[src/rtl/core/cqs_pkg.sv]
// ----------------------------------------------------------------------------
// cqs_pkg
// Shared types, constants and helpers of the contact quota selector.
// ----------------------------------------------------------------------------
package cqs_pkg;

  // Block constants.
  localparam int unsigned MAX_LENGTH   = 1024;
  localparam int unsigned EMIT_LIMIT   = 31000;
  localparam int unsigned RESIDUE_BASE = 1;
  localparam int unsigned QUEUE_DEPTH  = 2;

  // Separation class boundaries.
  localparam logic [9:0] LONG_MIN_SEP = 10'd24;
  localparam logic [9:0] MED_MIN_SEP  = 10'd12;

  localparam logic [7:0]  GLYCINE_CODE = 8'h47;
  localparam logic [15:0] CNT_MAX      = 16'hFFFF;

  // Configuration reset values.
  localparam logic [10:0]        RST_SEQ_LENGTH  = MAX_LENGTH[10:0];
  localparam logic signed [15:0] RST_TOPK_RATIO  = 16'sd7680;
  localparam logic signed [10:0] RST_MIN_SEP     = 11'sd6;
  localparam logic signed [10:0] RST_MAX_SEP     = 11'sd1023;
  localparam logic signed [31:0] RST_SCORE_CUT   = 32'sd0;
  localparam logic [15:0]        RST_LOWER_RATIO = 16'd256;
  localparam logic [15:0]        RST_UPPER_RATIO = 16'd768;

  localparam int unsigned CFG_IDX_W  = 3;
  localparam int unsigned CFG_DATA_W = 32;

  typedef enum logic [CFG_IDX_W-1:0] {
    CFG_SEQ_LENGTH  = 3'd0,
    CFG_TOPK_RATIO  = 3'd1,
    CFG_MIN_SEP     = 3'd2,
    CFG_MAX_SEP     = 3'd3,
    CFG_SCORE_CUT   = 3'd4,
    CFG_LOWER_RATIO = 3'd5,
    CFG_UPPER_RATIO = 3'd6
  } cfg_reg_e;

  typedef enum logic [1:0] {
    CLS_LONG   = 2'd0,
    CLS_MEDIUM = 2'd1,
    CLS_SHORT  = 2'd2
  } sep_class_e;

  typedef struct packed {
    logic               first_of_list;
    logic [9:0]         row_index;
    logic [9:0]         col_index;
    logic signed [31:0] pair_score;
    logic [7:0]         row_residue;
    logic [7:0]         col_residue;
  } in_item_t;

  typedef struct packed {
    logic [10:0]        row_number;
    logic [10:0]        col_number;
    logic               row_uses_alpha;
    logic               col_uses_alpha;
    logic signed [31:0] kept_score;
    logic [14:0]        output_rank;
  } out_item_t;

  // Classified word handed from the front to the back.
  typedef struct packed {
    logic               first_of_list;
    logic               in_window;
    sep_class_e         sep_class;
    logic [10:0]        row_number;
    logic [10:0]        col_number;
    logic               row_uses_alpha;
    logic               col_uses_alpha;
    logic signed [31:0] pair_score;
  } work_t;

  // Settings and the bounds derived from them.
  typedef struct packed {
    logic signed [10:0] min_sep;
    logic signed [10:0] max_sep;
    logic signed [31:0] score_cut;
    logic               topk_en;
    logic signed [26:0] budget;
    logic [18:0]        topk_limit;
    logic [18:0]        rank_floor;
    logic [18:0]        rank_ceil;
  } cfg_t;

  function automatic logic [15:0] sat_bump(input logic [15:0] value);
    logic [15:0] result;
    result = (value == CNT_MAX) ? CNT_MAX : value + 16'd1;
    return result;
  endfunction

endpackage

[src/rtl/core/cqs_fifo.sv]
// ----------------------------------------------------------------------------
// cqs_fifo
// Small register queue with push/full and pop/empty sides.
// ----------------------------------------------------------------------------
module cqs_fifo #(
  parameter int unsigned WIDTH = 8,
  parameter int unsigned DEPTH = cqs_pkg::QUEUE_DEPTH
) (
  input  logic             clk_i,
  input  logic             rst_ni,
  input  logic             push_i,
  input  logic [WIDTH-1:0] wdata_i,
  output logic             full_o,
  input  logic             pop_i,
  output logic [WIDTH-1:0] rdata_o,
  output logic             empty_o
);

  localparam int unsigned PTR_W = (DEPTH > 1) ? $clog2(DEPTH) : 1;
  localparam int unsigned CNT_W = $clog2(DEPTH + 1);

  logic [WIDTH-1:0] mem_q [DEPTH];
  logic [PTR_W-1:0] wr_ptr_q, wr_ptr_d;
  logic [PTR_W-1:0] rd_ptr_q, rd_ptr_d;
  logic [CNT_W-1:0] cnt_q, cnt_d;
  logic             do_push, do_pop;

  assign full_o  = (cnt_q == CNT_W'(DEPTH));
  assign empty_o = (cnt_q == '0);
  assign do_push = push_i && !full_o;
  assign do_pop  = pop_i && !empty_o;
  assign rdata_o = mem_q[rd_ptr_q];

  always_comb begin
    wr_ptr_d = wr_ptr_q;
    rd_ptr_d = rd_ptr_q;
    cnt_d    = cnt_q;
    if (do_push) begin
      wr_ptr_d = (wr_ptr_q == PTR_W'(DEPTH - 1)) ? '0 : wr_ptr_q + PTR_W'(1);
    end
    if (do_pop) begin
      rd_ptr_d = (rd_ptr_q == PTR_W'(DEPTH - 1)) ? '0 : rd_ptr_q + PTR_W'(1);
    end
    if (do_push && !do_pop) begin
      cnt_d = cnt_q + CNT_W'(1);
    end else if (do_pop && !do_push) begin
      cnt_d = cnt_q - CNT_W'(1);
    end
  end

  always_ff @(posedge clk_i or negedge rst_ni) begin
    if (!rst_ni) begin
      wr_ptr_q <= '0;
      rd_ptr_q <= '0;
      cnt_q    <= '0;
    end else begin
      wr_ptr_q <= wr_ptr_d;
      rd_ptr_q <= rd_ptr_d;
      cnt_q    <= cnt_d;
    end
  end

  always_ff @(posedge clk_i) begin
    if (do_push) begin
      mem_q[wr_ptr_q] <= wdata_i;
    end
  end

endmodule

[src/rtl/core/cqs_regs.sv]
// ----------------------------------------------------------------------------
// cqs_regs
// Configuration registers and the length-scaled bounds derived from them.
// ----------------------------------------------------------------------------
module cqs_regs (
  input  logic                                clk_i,
  input  logic                                rst_ni,
  input  logic                                cfg_we_i,
  input  logic [cqs_pkg::CFG_IDX_W-1:0]       cfg_index_i,
  input  logic [cqs_pkg::CFG_DATA_W-1:0]      cfg_data_i,
  output cqs_pkg::cfg_t                       cfg_o
);

  logic [10:0]        seq_length_q;
  logic signed [15:0] topk_ratio_q;
  logic signed [10:0] min_sep_q;
  logic signed [10:0] max_sep_q;
  logic signed [31:0] score_cut_q;
  logic [15:0]        lower_ratio_q;
  logic [15:0]        upper_ratio_q;

  logic signed [27:0] budget_d;
  logic [26:0]        lower_prod_d, upper_prod_d;
  logic signed [26:0] budget_q;
  logic [18:0]        rank_floor_q, rank_ceil_q;

  always_ff @(posedge clk_i or negedge rst_ni) begin
    if (!rst_ni) begin
      seq_length_q  <= cqs_pkg::RST_SEQ_LENGTH;
      topk_ratio_q  <= cqs_pkg::RST_TOPK_RATIO;
      min_sep_q     <= cqs_pkg::RST_MIN_SEP;
      max_sep_q     <= cqs_pkg::RST_MAX_SEP;
      score_cut_q   <= cqs_pkg::RST_SCORE_CUT;
      lower_ratio_q <= cqs_pkg::RST_LOWER_RATIO;
      upper_ratio_q <= cqs_pkg::RST_UPPER_RATIO;
    end else if (cfg_we_i) begin
      unique case (cqs_pkg::cfg_reg_e'(cfg_index_i))
        cqs_pkg::CFG_SEQ_LENGTH:  seq_length_q  <= cfg_data_i[10:0];
        cqs_pkg::CFG_TOPK_RATIO:  topk_ratio_q  <= $signed(cfg_data_i[15:0]);
        cqs_pkg::CFG_MIN_SEP:     min_sep_q     <= $signed(cfg_data_i[10:0]);
        cqs_pkg::CFG_MAX_SEP:     max_sep_q     <= $signed(cfg_data_i[10:0]);
        cqs_pkg::CFG_SCORE_CUT:   score_cut_q   <= $signed(cfg_data_i[31:0]);
        cqs_pkg::CFG_LOWER_RATIO: lower_ratio_q <= cfg_data_i[15:0];
        cqs_pkg::CFG_UPPER_RATIO: upper_ratio_q <= cfg_data_i[15:0];
        default: ;
      endcase
    end
  end

  // One multiplier per bound; the products are registered behind the settings.
  assign budget_d     = topk_ratio_q * $signed({1'b0, seq_length_q});
  assign lower_prod_d = 27'(seq_length_q) * 27'(lower_ratio_q);
  assign upper_prod_d = 27'(seq_length_q) * 27'(upper_ratio_q);

  always_ff @(posedge clk_i) begin
    budget_q     <= budget_d[26:0];
    rank_floor_q <= lower_prod_d[26:8];
    rank_ceil_q  <= upper_prod_d[26:8];
  end

  always_comb begin
    cfg_o            = '0;
    cfg_o.min_sep    = min_sep_q;
    cfg_o.max_sep    = max_sep_q;
    cfg_o.score_cut  = score_cut_q;
    cfg_o.topk_en    = !topk_ratio_q[15];
    cfg_o.budget     = budget_q;
    cfg_o.topk_limit = budget_q[26:8];
    cfg_o.rank_floor = rank_floor_q;
    cfg_o.rank_ceil  = rank_ceil_q;
  end

endmodule

[src/rtl/core/cqs_front.sv]
// ----------------------------------------------------------------------------
// cqs_front
// Takes candidate pairs, applies the separation window and sorts each pair
// into its separation class before it enters the work queue.
// ----------------------------------------------------------------------------
module cqs_front (
  input  cqs_pkg::in_item_t in_item_i,
  input  logic              push_i,
  output logic              full_o,
  input  cqs_pkg::cfg_t     cfg_i,
  output logic              q_push_o,
  output cqs_pkg::work_t    q_item_o,
  input  logic              q_full_i
);

  logic [9:0]  sep;
  logic [10:0] sep_ext;
  logic        window_en;
  logic        in_window;

  assign sep = (in_item_i.row_index > in_item_i.col_index) ?
               in_item_i.row_index - in_item_i.col_index :
               in_item_i.col_index - in_item_i.row_index;
  assign sep_ext = {1'b0, sep};

  // Both bounds are known to be non-negative when the window is active.
  assign window_en = !cfg_i.min_sep[10] && !cfg_i.max_sep[10];
  assign in_window = !window_en ||
                     ((sep_ext >= cfg_i.min_sep[10:0]) && (sep_ext <= cfg_i.max_sep[10:0]));

  always_comb begin
    q_item_o                = '0;
    q_item_o.first_of_list  = in_item_i.first_of_list;
    q_item_o.in_window      = in_window;
    q_item_o.row_number     = 11'(in_item_i.row_index) + 11'(cqs_pkg::RESIDUE_BASE);
    q_item_o.col_number     = 11'(in_item_i.col_index) + 11'(cqs_pkg::RESIDUE_BASE);
    q_item_o.row_uses_alpha = (in_item_i.row_residue == cqs_pkg::GLYCINE_CODE);
    q_item_o.col_uses_alpha = (in_item_i.col_residue == cqs_pkg::GLYCINE_CODE);
    q_item_o.pair_score     = in_item_i.pair_score;
    priority if (sep >= cqs_pkg::LONG_MIN_SEP) begin
      q_item_o.sep_class = cqs_pkg::CLS_LONG;
    end else if (sep >= cqs_pkg::MED_MIN_SEP) begin
      q_item_o.sep_class = cqs_pkg::CLS_MEDIUM;
    end else begin
      q_item_o.sep_class = cqs_pkg::CLS_SHORT;
    end
  end

  // A pair outside the window matters only if it starts a new list.
  assign full_o   = q_full_i;
  assign q_push_o = push_i && (in_window || in_item_i.first_of_list);

endmodule

[src/rtl/core/cqs_back.sv]
// ----------------------------------------------------------------------------
// cqs_back
// Runs the class quotas, top-k stop, rank limits and score cut on each
// classified word and writes kept pairs to the result queue.
// ----------------------------------------------------------------------------
module cqs_back (
  input  logic               clk_i,
  input  logic               rst_ni,
  input  cqs_pkg::cfg_t      cfg_i,
  input  logic               q_empty_i,
  input  cqs_pkg::work_t     q_item_i,
  output logic               q_pop_o,
  input  logic               r_full_i,
  output logic               r_push_o,
  output cqs_pkg::out_item_t r_item_o
);

  logic [15:0] long_q, long_d;
  logic [15:0] medium_q, medium_d;
  logic [15:0] short_q, short_d;
  logic [15:0] accepted_q, accepted_d;
  logic        sel_stop_q, sel_stop_d;
  logic        out_stop_q, out_stop_d;

  logic        consume;
  logic        first;
  logic [15:0] class_cnt;
  logic [18:0] quota_mul;
  logic [26:0] scaled;
  logic        accept;
  logic [15:0] rank;
  logic        limit_fail;

  assign consume = !q_empty_i && !r_full_i;
  assign q_pop_o = consume;
  assign first   = q_item_i.first_of_list;

  always_comb begin
    long_d     = long_q;
    medium_d   = medium_q;
    short_d    = short_q;
    accepted_d = accepted_q;
    sel_stop_d = sel_stop_q;
    out_stop_d = out_stop_q;
    class_cnt  = '0;
    quota_mul  = '0;
    scaled     = '0;
    accept     = 1'b0;
    rank       = accepted_q;
    limit_fail = 1'b0;
    r_push_o   = 1'b0;

    if (consume) begin
      if (first) begin
        long_d     = '0;
        medium_d   = '0;
        short_d    = '0;
        accepted_d = '0;
        sel_stop_d = 1'b0;
        out_stop_d = 1'b0;
      end
      rank = accepted_d;
      if (!sel_stop_d && !out_stop_d && q_item_i.in_window) begin
        // The class counter moves before its quota test.
        unique case (q_item_i.sep_class)
          cqs_pkg::CLS_LONG: begin
            long_d    = cqs_pkg::sat_bump(long_d);
            class_cnt = long_d;
            quota_mul = {2'b0, class_cnt, 1'b0};
          end
          cqs_pkg::CLS_MEDIUM: begin
            medium_d  = cqs_pkg::sat_bump(medium_d);
            class_cnt = medium_d;
            quota_mul = {2'b0, class_cnt, 1'b0} + 19'(class_cnt);
          end
          default: begin
            short_d   = cqs_pkg::sat_bump(short_d);
            class_cnt = short_d;
            quota_mul = {1'b0, class_cnt, 2'b0} + 19'(class_cnt);
          end
        endcase
        scaled = {quota_mul, 8'b0};
        accept = $signed({2'b0, scaled}) <
                 $signed({{2{cfg_i.budget[26]}}, cfg_i.budget});
        limit_fail = (rank >= 16'(cqs_pkg::EMIT_LIMIT)) ||
                     (19'(rank) > cfg_i.rank_ceil) ||
                     ((19'(rank) > cfg_i.rank_floor) &&
                      (q_item_i.pair_score < cfg_i.score_cut));
        priority if (cfg_i.topk_en && (19'(rank) >= cfg_i.topk_limit)) begin
          sel_stop_d = 1'b1;
        end else if (accept) begin
          accepted_d = cqs_pkg::sat_bump(rank);
          if (limit_fail) begin
            out_stop_d = 1'b1;
          end else begin
            r_push_o = 1'b1;
          end
        end else begin
        end
      end
    end
  end

  always_comb begin
    r_item_o                = '0;
    r_item_o.row_number     = q_item_i.row_number;
    r_item_o.col_number     = q_item_i.col_number;
    r_item_o.row_uses_alpha = q_item_i.row_uses_alpha;
    r_item_o.col_uses_alpha = q_item_i.col_uses_alpha;
    r_item_o.kept_score     = q_item_i.pair_score;
    r_item_o.output_rank    = rank[14:0];
  end

  always_ff @(posedge clk_i or negedge rst_ni) begin
    if (!rst_ni) begin
      long_q     <= '0;
      medium_q   <= '0;
      short_q    <= '0;
      accepted_q <= '0;
      sel_stop_q <= 1'b0;
      out_stop_q <= 1'b0;
    end else begin
      long_q     <= long_d;
      medium_q   <= medium_d;
      short_q    <= short_d;
      accepted_q <= accepted_d;
      sel_stop_q <= sel_stop_d;
      out_stop_q <= out_stop_d;
    end
  end

`ifndef ASSERT_OFF
  // A stopped list emits nothing until a new list starts.
  a_stopped_silent: assert property (@(posedge clk_i) disable iff (!rst_ni)
    (consume && !first && (sel_stop_q || out_stop_q)) |-> !r_push_o)
    else $error("result written while the list is stopped");

  // Within a list the accepted count never goes backward.
  a_accepted_monotonic: assert property (@(posedge clk_i) disable iff (!rst_ni)
    (consume && !first) |=> (accepted_q >= $past(accepted_q)))
    else $error("accepted count decreased inside a list");

  // Counters only move when a word is taken from the work queue.
  a_state_holds: assert property (@(posedge clk_i) disable iff (!rst_ni)
    !consume |=> ($stable(accepted_q) && $stable(long_q) &&
                  $stable(medium_q) && $stable(short_q)))
    else $error("selection state changed without a word");

  // Every written result takes a fresh rank.
  a_rank_advances: assert property (@(posedge clk_i) disable iff (!rst_ni)
    r_push_o |=> (accepted_q != $past(rank)))
    else $error("rank not advanced after a kept pair");
`endif

endmodule

[src/rtl/core/contact_quota_selector.sv]
// ----------------------------------------------------------------------------
// contact_quota_selector
// Filters score-sorted residue-pair candidates through separation classes,
// class quotas, a top-k stop, rank limits and a score cut.
// ----------------------------------------------------------------------------
// Path: a kept pair goes from the work queue through the back into the result
// queue; both queues are registered, and a full result queue holds the back.
// Throughput: one word per cycle while the result queue has room.
// Reset: counters and stop flags clear, settings take their defaults at once.
// ----------------------------------------------------------------------------
module contact_quota_selector #(
  parameter int unsigned QUEUE_DEPTH = cqs_pkg::QUEUE_DEPTH
) (
  input  logic                           clk_i,
  input  logic                           rst_ni,
  input  logic                           cfg_we_i,
  input  logic [cqs_pkg::CFG_IDX_W-1:0]  cfg_index_i,
  input  logic [cqs_pkg::CFG_DATA_W-1:0] cfg_data_i,
  input  logic                           push,
  input  cqs_pkg::in_item_t              in_item_i,
  output logic                           full,
  input  logic                           pop,
  output cqs_pkg::out_item_t             out_item_o,
  output logic                           empty
);

  cqs_pkg::cfg_t      cfg;
  logic               wq_push, wq_full, wq_pop, wq_empty;
  cqs_pkg::work_t     wq_wdata, wq_rdata;
  logic               rq_push, rq_full;
  cqs_pkg::out_item_t rq_wdata;

  cqs_regs u_regs (
    .clk_i       (clk_i),
    .rst_ni      (rst_ni),
    .cfg_we_i    (cfg_we_i),
    .cfg_index_i (cfg_index_i),
    .cfg_data_i  (cfg_data_i),
    .cfg_o       (cfg)
  );

  cqs_front u_front (
    .in_item_i (in_item_i),
    .push_i    (push),
    .full_o    (full),
    .cfg_i     (cfg),
    .q_push_o  (wq_push),
    .q_item_o  (wq_wdata),
    .q_full_i  (wq_full)
  );

  cqs_fifo #(
    .WIDTH ($bits(cqs_pkg::work_t)),
    .DEPTH (QUEUE_DEPTH)
  ) u_work_q (
    .clk_i   (clk_i),
    .rst_ni  (rst_ni),
    .push_i  (wq_push),
    .wdata_i (wq_wdata),
    .full_o  (wq_full),
    .pop_i   (wq_pop),
    .rdata_o (wq_rdata),
    .empty_o (wq_empty)
  );

  cqs_back u_back (
    .clk_i     (clk_i),
    .rst_ni    (rst_ni),
    .cfg_i     (cfg),
    .q_empty_i (wq_empty),
    .q_item_i  (wq_rdata),
    .q_pop_o   (wq_pop),
    .r_full_i  (rq_full),
    .r_push_o  (rq_push),
    .r_item_o  (rq_wdata)
  );

  cqs_fifo #(
    .WIDTH ($bits(cqs_pkg::out_item_t)),
    .DEPTH (QUEUE_DEPTH)
  ) u_result_q (
    .clk_i   (clk_i),
    .rst_ni  (rst_ni),
    .push_i  (rq_push),
    .wdata_i (rq_wdata),
    .full_o  (rq_full),
    .pop_i   (pop),
    .rdata_o (out_item_o),
    .empty_o (empty)
  );

endmodule

[config.mk]
export PLATFORM = sky130hd
export DESIGN_NAME = contact_quota_selector
export DESIGN_NICKNAME = d
export VERILOG_FILES = /design/src/rtl/core/cqs_pkg.sv /design/src/rtl/core/cqs_fifo.sv /design/src/rtl/core/cqs_regs.sv /design/src/rtl/core/cqs_front.sv /design/src/rtl/core/cqs_back.sv /design/src/rtl/core/contact_quota_selector.sv
export SDC_FILE = /design/constraint.sdc
export NUM_CORES = 2
export LEC_CHECK = 0
export BUFFER_PORTS_ARGS = -buffer_cell sky130_fd_sc_hd__buf_4
export CAP_MARGIN = 30
export CELL_PAD_IN_SITES_DETAIL_PLACEMENT = 0
export CELL_PAD_IN_SITES_GLOBAL_PLACEMENT = 1
export CORE_UTILIZATION = 50
export CTS_BUF_LIST = sky130_fd_sc_hd__clkbuf_4 sky130_fd_sc_hd__clkbuf_8 sky130_fd_sc_hd__clkbuf_16
export DETAILED_ROUTE_END_ITERATION = 10
export HOLD_SLACK_MARGIN = 0.05
export PLACE_DENSITY_LB_ADDON = 0.15
export SLEW_MARGIN = 10
export SYNTH_ARGS = -nofsm -noshare
export SYNTH_HDL_FRONTEND = slang
export SYNTH_SLANG_ARGS = --single-unit
[constraint.sdc]
create_clock -name clk_i -period 16.62 [get_ports clk_i]
set_clock_uncertainty 0.15 [all_clocks]
set_input_delay 4.155 -clock clk_i [delete_from_list [all_inputs] [get_ports clk_i]]
set_output_delay 4.155 -clock clk_i [all_outputs]
set_load 0.02 [all_outputs]
==> flow_summary.yaml <==
yosys:
  netlist_area_um2: 41900
  synth-edff-count: 262
  yosys_warnings: 0
  synth_flop_cell: "edfxtp_1"
  yosysUniqueCellTypes: 92
  async_reset_ff_frac: 0.364
  synth_xor_area_frac: 0.0320
  synth_compound_area_frac: 0.0808
  synth_mux_area_frac: 0.0585
  ys_seq_area_frac: 0.331
  syn_inst: 4015
  avgSynthCellArea_um2: 10.4
  synth_fa_ha_area_frac: 0.303
  ys_ff_latch: 514
  syn-num-nets: 4892
  yosys.area_share.simple: 0.128
  synth_top_family_by_area: "adder cells"
cells_and_area:
  regArea_um2: 13900
  final_layout_size_suffix_gt1_frac: 0.141
  final_common_cell: "inv_1"
  final_area_um2: 46400
  fillerInstances: 7294
  multiInputGateArea_um2: 25300
  fin_cells: 5258
  final_core_util: 0.562
  nets: 5013
  syn_to_final_growth_pct: 10.6
  final_cell_mix: "inv_1 (583), nand2_1 (449), fa_1 (410)"
min_path:
  hold_depth: 2
  hold_path_end: "u_back.long_q[7]"
  hold_start: "u_back.long_q[7]"
  hold_class: "register to register"
place:
  gp_congestion: 0.858
  place_hpwl_mm: 78.3
  placed_area_um2: 44400
  port_buffers: 181
  dp_cells: 5145
routing:
  routed_wl_mm: 106
  wl_per_cell_um: 20.2
  first_iter_violations: 1620
  first_pass_iters: 5
  avgViaCountPerCell: 5.44
  route.detailed.drc: 0
  num_vias: 28600
  route.antenna.remaining_nets: 0
sta:
  min_period_ns: 9.48
  setup_viol_count_final: 0
  drv_slew: 0
  tns_ns: 0
  rsz0062_at_grt: "no"
  max_freq_mhz: 105
  worstMarginPinSlew_ns: 1.02
  worst_slew_margin_rel: 0.320
  hold_viol_final: 0
  fin_crit_sh: 0.570
clock_tree:
  cts_resized: 0
  cts_root_buf: "clkbuf_16"
  cts_max_level: 2
  cts_buffers: 57
  clock_path_buffers: 3
  cts_tree: "built"
  path_clk_slew_ns: 0.06
  cts_hold_buffers: 0
  clkLatencyLatePin_ns: 0.64
  post_cts_buffers: 0
  cts_sinks: 514
floorplan:
  die_h_um: 292
  coreArea_um2: 82500
  die_x_um: 292
  dieArea_um2: 85000
  rows: 105
  ios: 182
  start_util: 0.508
worst_setup_path:
  path_class: "input pin to register"
  worstPathCellList: "buf_4 > inv_1 > ha_1 > inv_1 > fa_1 > nand3_1 > a21oi_1 > nor3_1 > o22ai_1 > buf_4 > a211o_1 > a31o_2 > xor2_1 > ha_1 > a21o_1 > a211o_1 > o21ai_0 > o31ai_1 > buf_2 > a31oi_1 > and2_2 > buf_4"
  critPathMaxStageDelay_ns: 0.63
  critPathMostFrequentCell: "buf_4"
  regToRegSetupSlack_ns: 7.40
  reg2reg_depth: 29
  reg2reg_to: "u_result_q.mem_q[1][59]"
  worst-path-max-fanout: 37
  endpoint_kind: "register"
  reg2reg_from: "u_work_q.rd_ptr_q"
  cp.arrival_ns: 9.59
  critPathLaunchType: "input pin"
  worst_path_max_delay_cell: "and2_2"
  worstPathRequired_ns: 16.73
global_route:
  antenna_found_initial: 3
  grt_max_degree: 89
  overflow: 0
  first_global_vias: 29800
  grt_pass1_wl_mm: 169
  gr-usage-all-layers: 0.255
flow_run:
  max_cap_violations: 0
run_status:
  status: "completed"
## registers in the layout, summed over array words and instances, names as in the netlist, 2 cells and up
register              cells
u_regs.budget_q          27
u_regs.topk_ratio_q      16
u_result_q.cnt_q          2
u_regs.score_cut_q       32
u_result_q.mem_q        142
u_back.long_q            16
u_regs.max_sep_q         11
u_back.accepted_q        16
u_regs.rank_ceil_q       19
u_regs.seq_length_q      11
u_regs.rank_floor_q      19
u_regs.min_sep_q         11
u_work_q.mem_q          120
u_regs.lower_ratio_q     16
u_regs.upper_ratio_q     16
u_back.medium_q          16
u_work_q.cnt_q            2
u_back.short_q           16
## metrics by stage
| step | hold slack, ns | setup WS, ns |
|---|---|---|
| floorplan | 0.305 | 4.74 |
| global placement | 0.329 | 6.23 |
| detailed placement | 0.339 | 6.49 |
| CTS | 0.352 | 7.14 |
| global route | 0.382 | 6.65 |
| finish | 0.351 | 7.14 |
## worst max-delay path by stage
stage,slack (ns),cells past startpoint,start,to
floorplan,4.74,32,u_work_q.rd_ptr_q,u_result_q.mem_q[0][0]
CTS,7.14,22,in_item_i[58],u_work_q.mem_q[0][47]
detailed placement,6.49,22,in_item_i[58],u_work_q.mem_q[0][39]
finish,7.14,22,in_item_i[58],u_work_q.mem_q[1][9]
global placement,6.23,20,in_item_i[58],u_work_q.mem_q[0][39]
global route,6.65,22,in_item_i[58],u_work_q.mem_q[0][52]
## Yosys cell counts, types with 11 or more instances
library cell	number	area (um2)
inv_1	583	2190
nand2_1	449	1690
fa_1	410	8210
ha_1	358	4480
edfxtp_1	262	7870
and2_1	254	1590
mux2_2	204	2300
o21ai_0	171	856
dfrtp_1	167	4180
clkbuf_1	154	578
nor2_1	116	435
a21oi_1	106	531
xnor2_1	99	867
dfxtp_1	65	1300
nand3_1	62	310
a21o_1	54	405
xor2_1	54	473
nor3_1	42	210
nand4_1	33	206
and3_1	29	181
a22o_1	28	245
nor2b_1	25	156
nand2b_1	22	138
o21a_1	22	165
a31oi_1	20	125
dfstp_2	20	526
o211ai_1	17	128
a211oi_1	13	97.6
mux2i_1	11	110
## cell families (layout without fill, tap and decap cells)
group           Yosys count  after routing
mux                     218            218
compound gates          528            528
other cells               0              4
xor+xnor                153            153
simple gates           1086           1086
flops                   514            514
fa+ha+maj               768            768
buf+inv                 748            917
## routing by layer
layer / track usage / vias up / part of all wire
li1: - / 13500 / -
met1: 0.350 / 14400 / 0.45
met2: 0.438 / 534 / 0.49
met3: 0.0269 / 107 / 0.041
met4: 0.0552 / 2 / 0.019
met5: 0 / - / 0.00012
## final cells by class
| cell class | instances | share of cell area |
|---|---|---|
| Antenna cell | 4 | 0.000216 |
| Clock buffer | 86 | 0.0373 |
| Clock inverter | 21 | 0.00467 |
| Inverter | 585 | 0.0474 |
| Multi-Input combinational cell | 2753 | 0.545 |
| Sequential cell | 514 | 0.299 |
| Tap cell | 1070 | 0.0289 |
| Timing Repair Buffer | 225 | 0.0371 |
## worst max-delay path, delay by kind of cell
family	cells	cell delay [ns]
buffers and inverters	6	1.28
AOI/OAI and AO/OA	9	1.99
xor gates and xnor gates	1	0.22
and+or+nand+nor	3	1.03
adders and majority gates	3	0.84
Power is left out: the tool's default activity adds up to more than one toggle a clock period on the data nets, which glitch-free logic cannot reach.
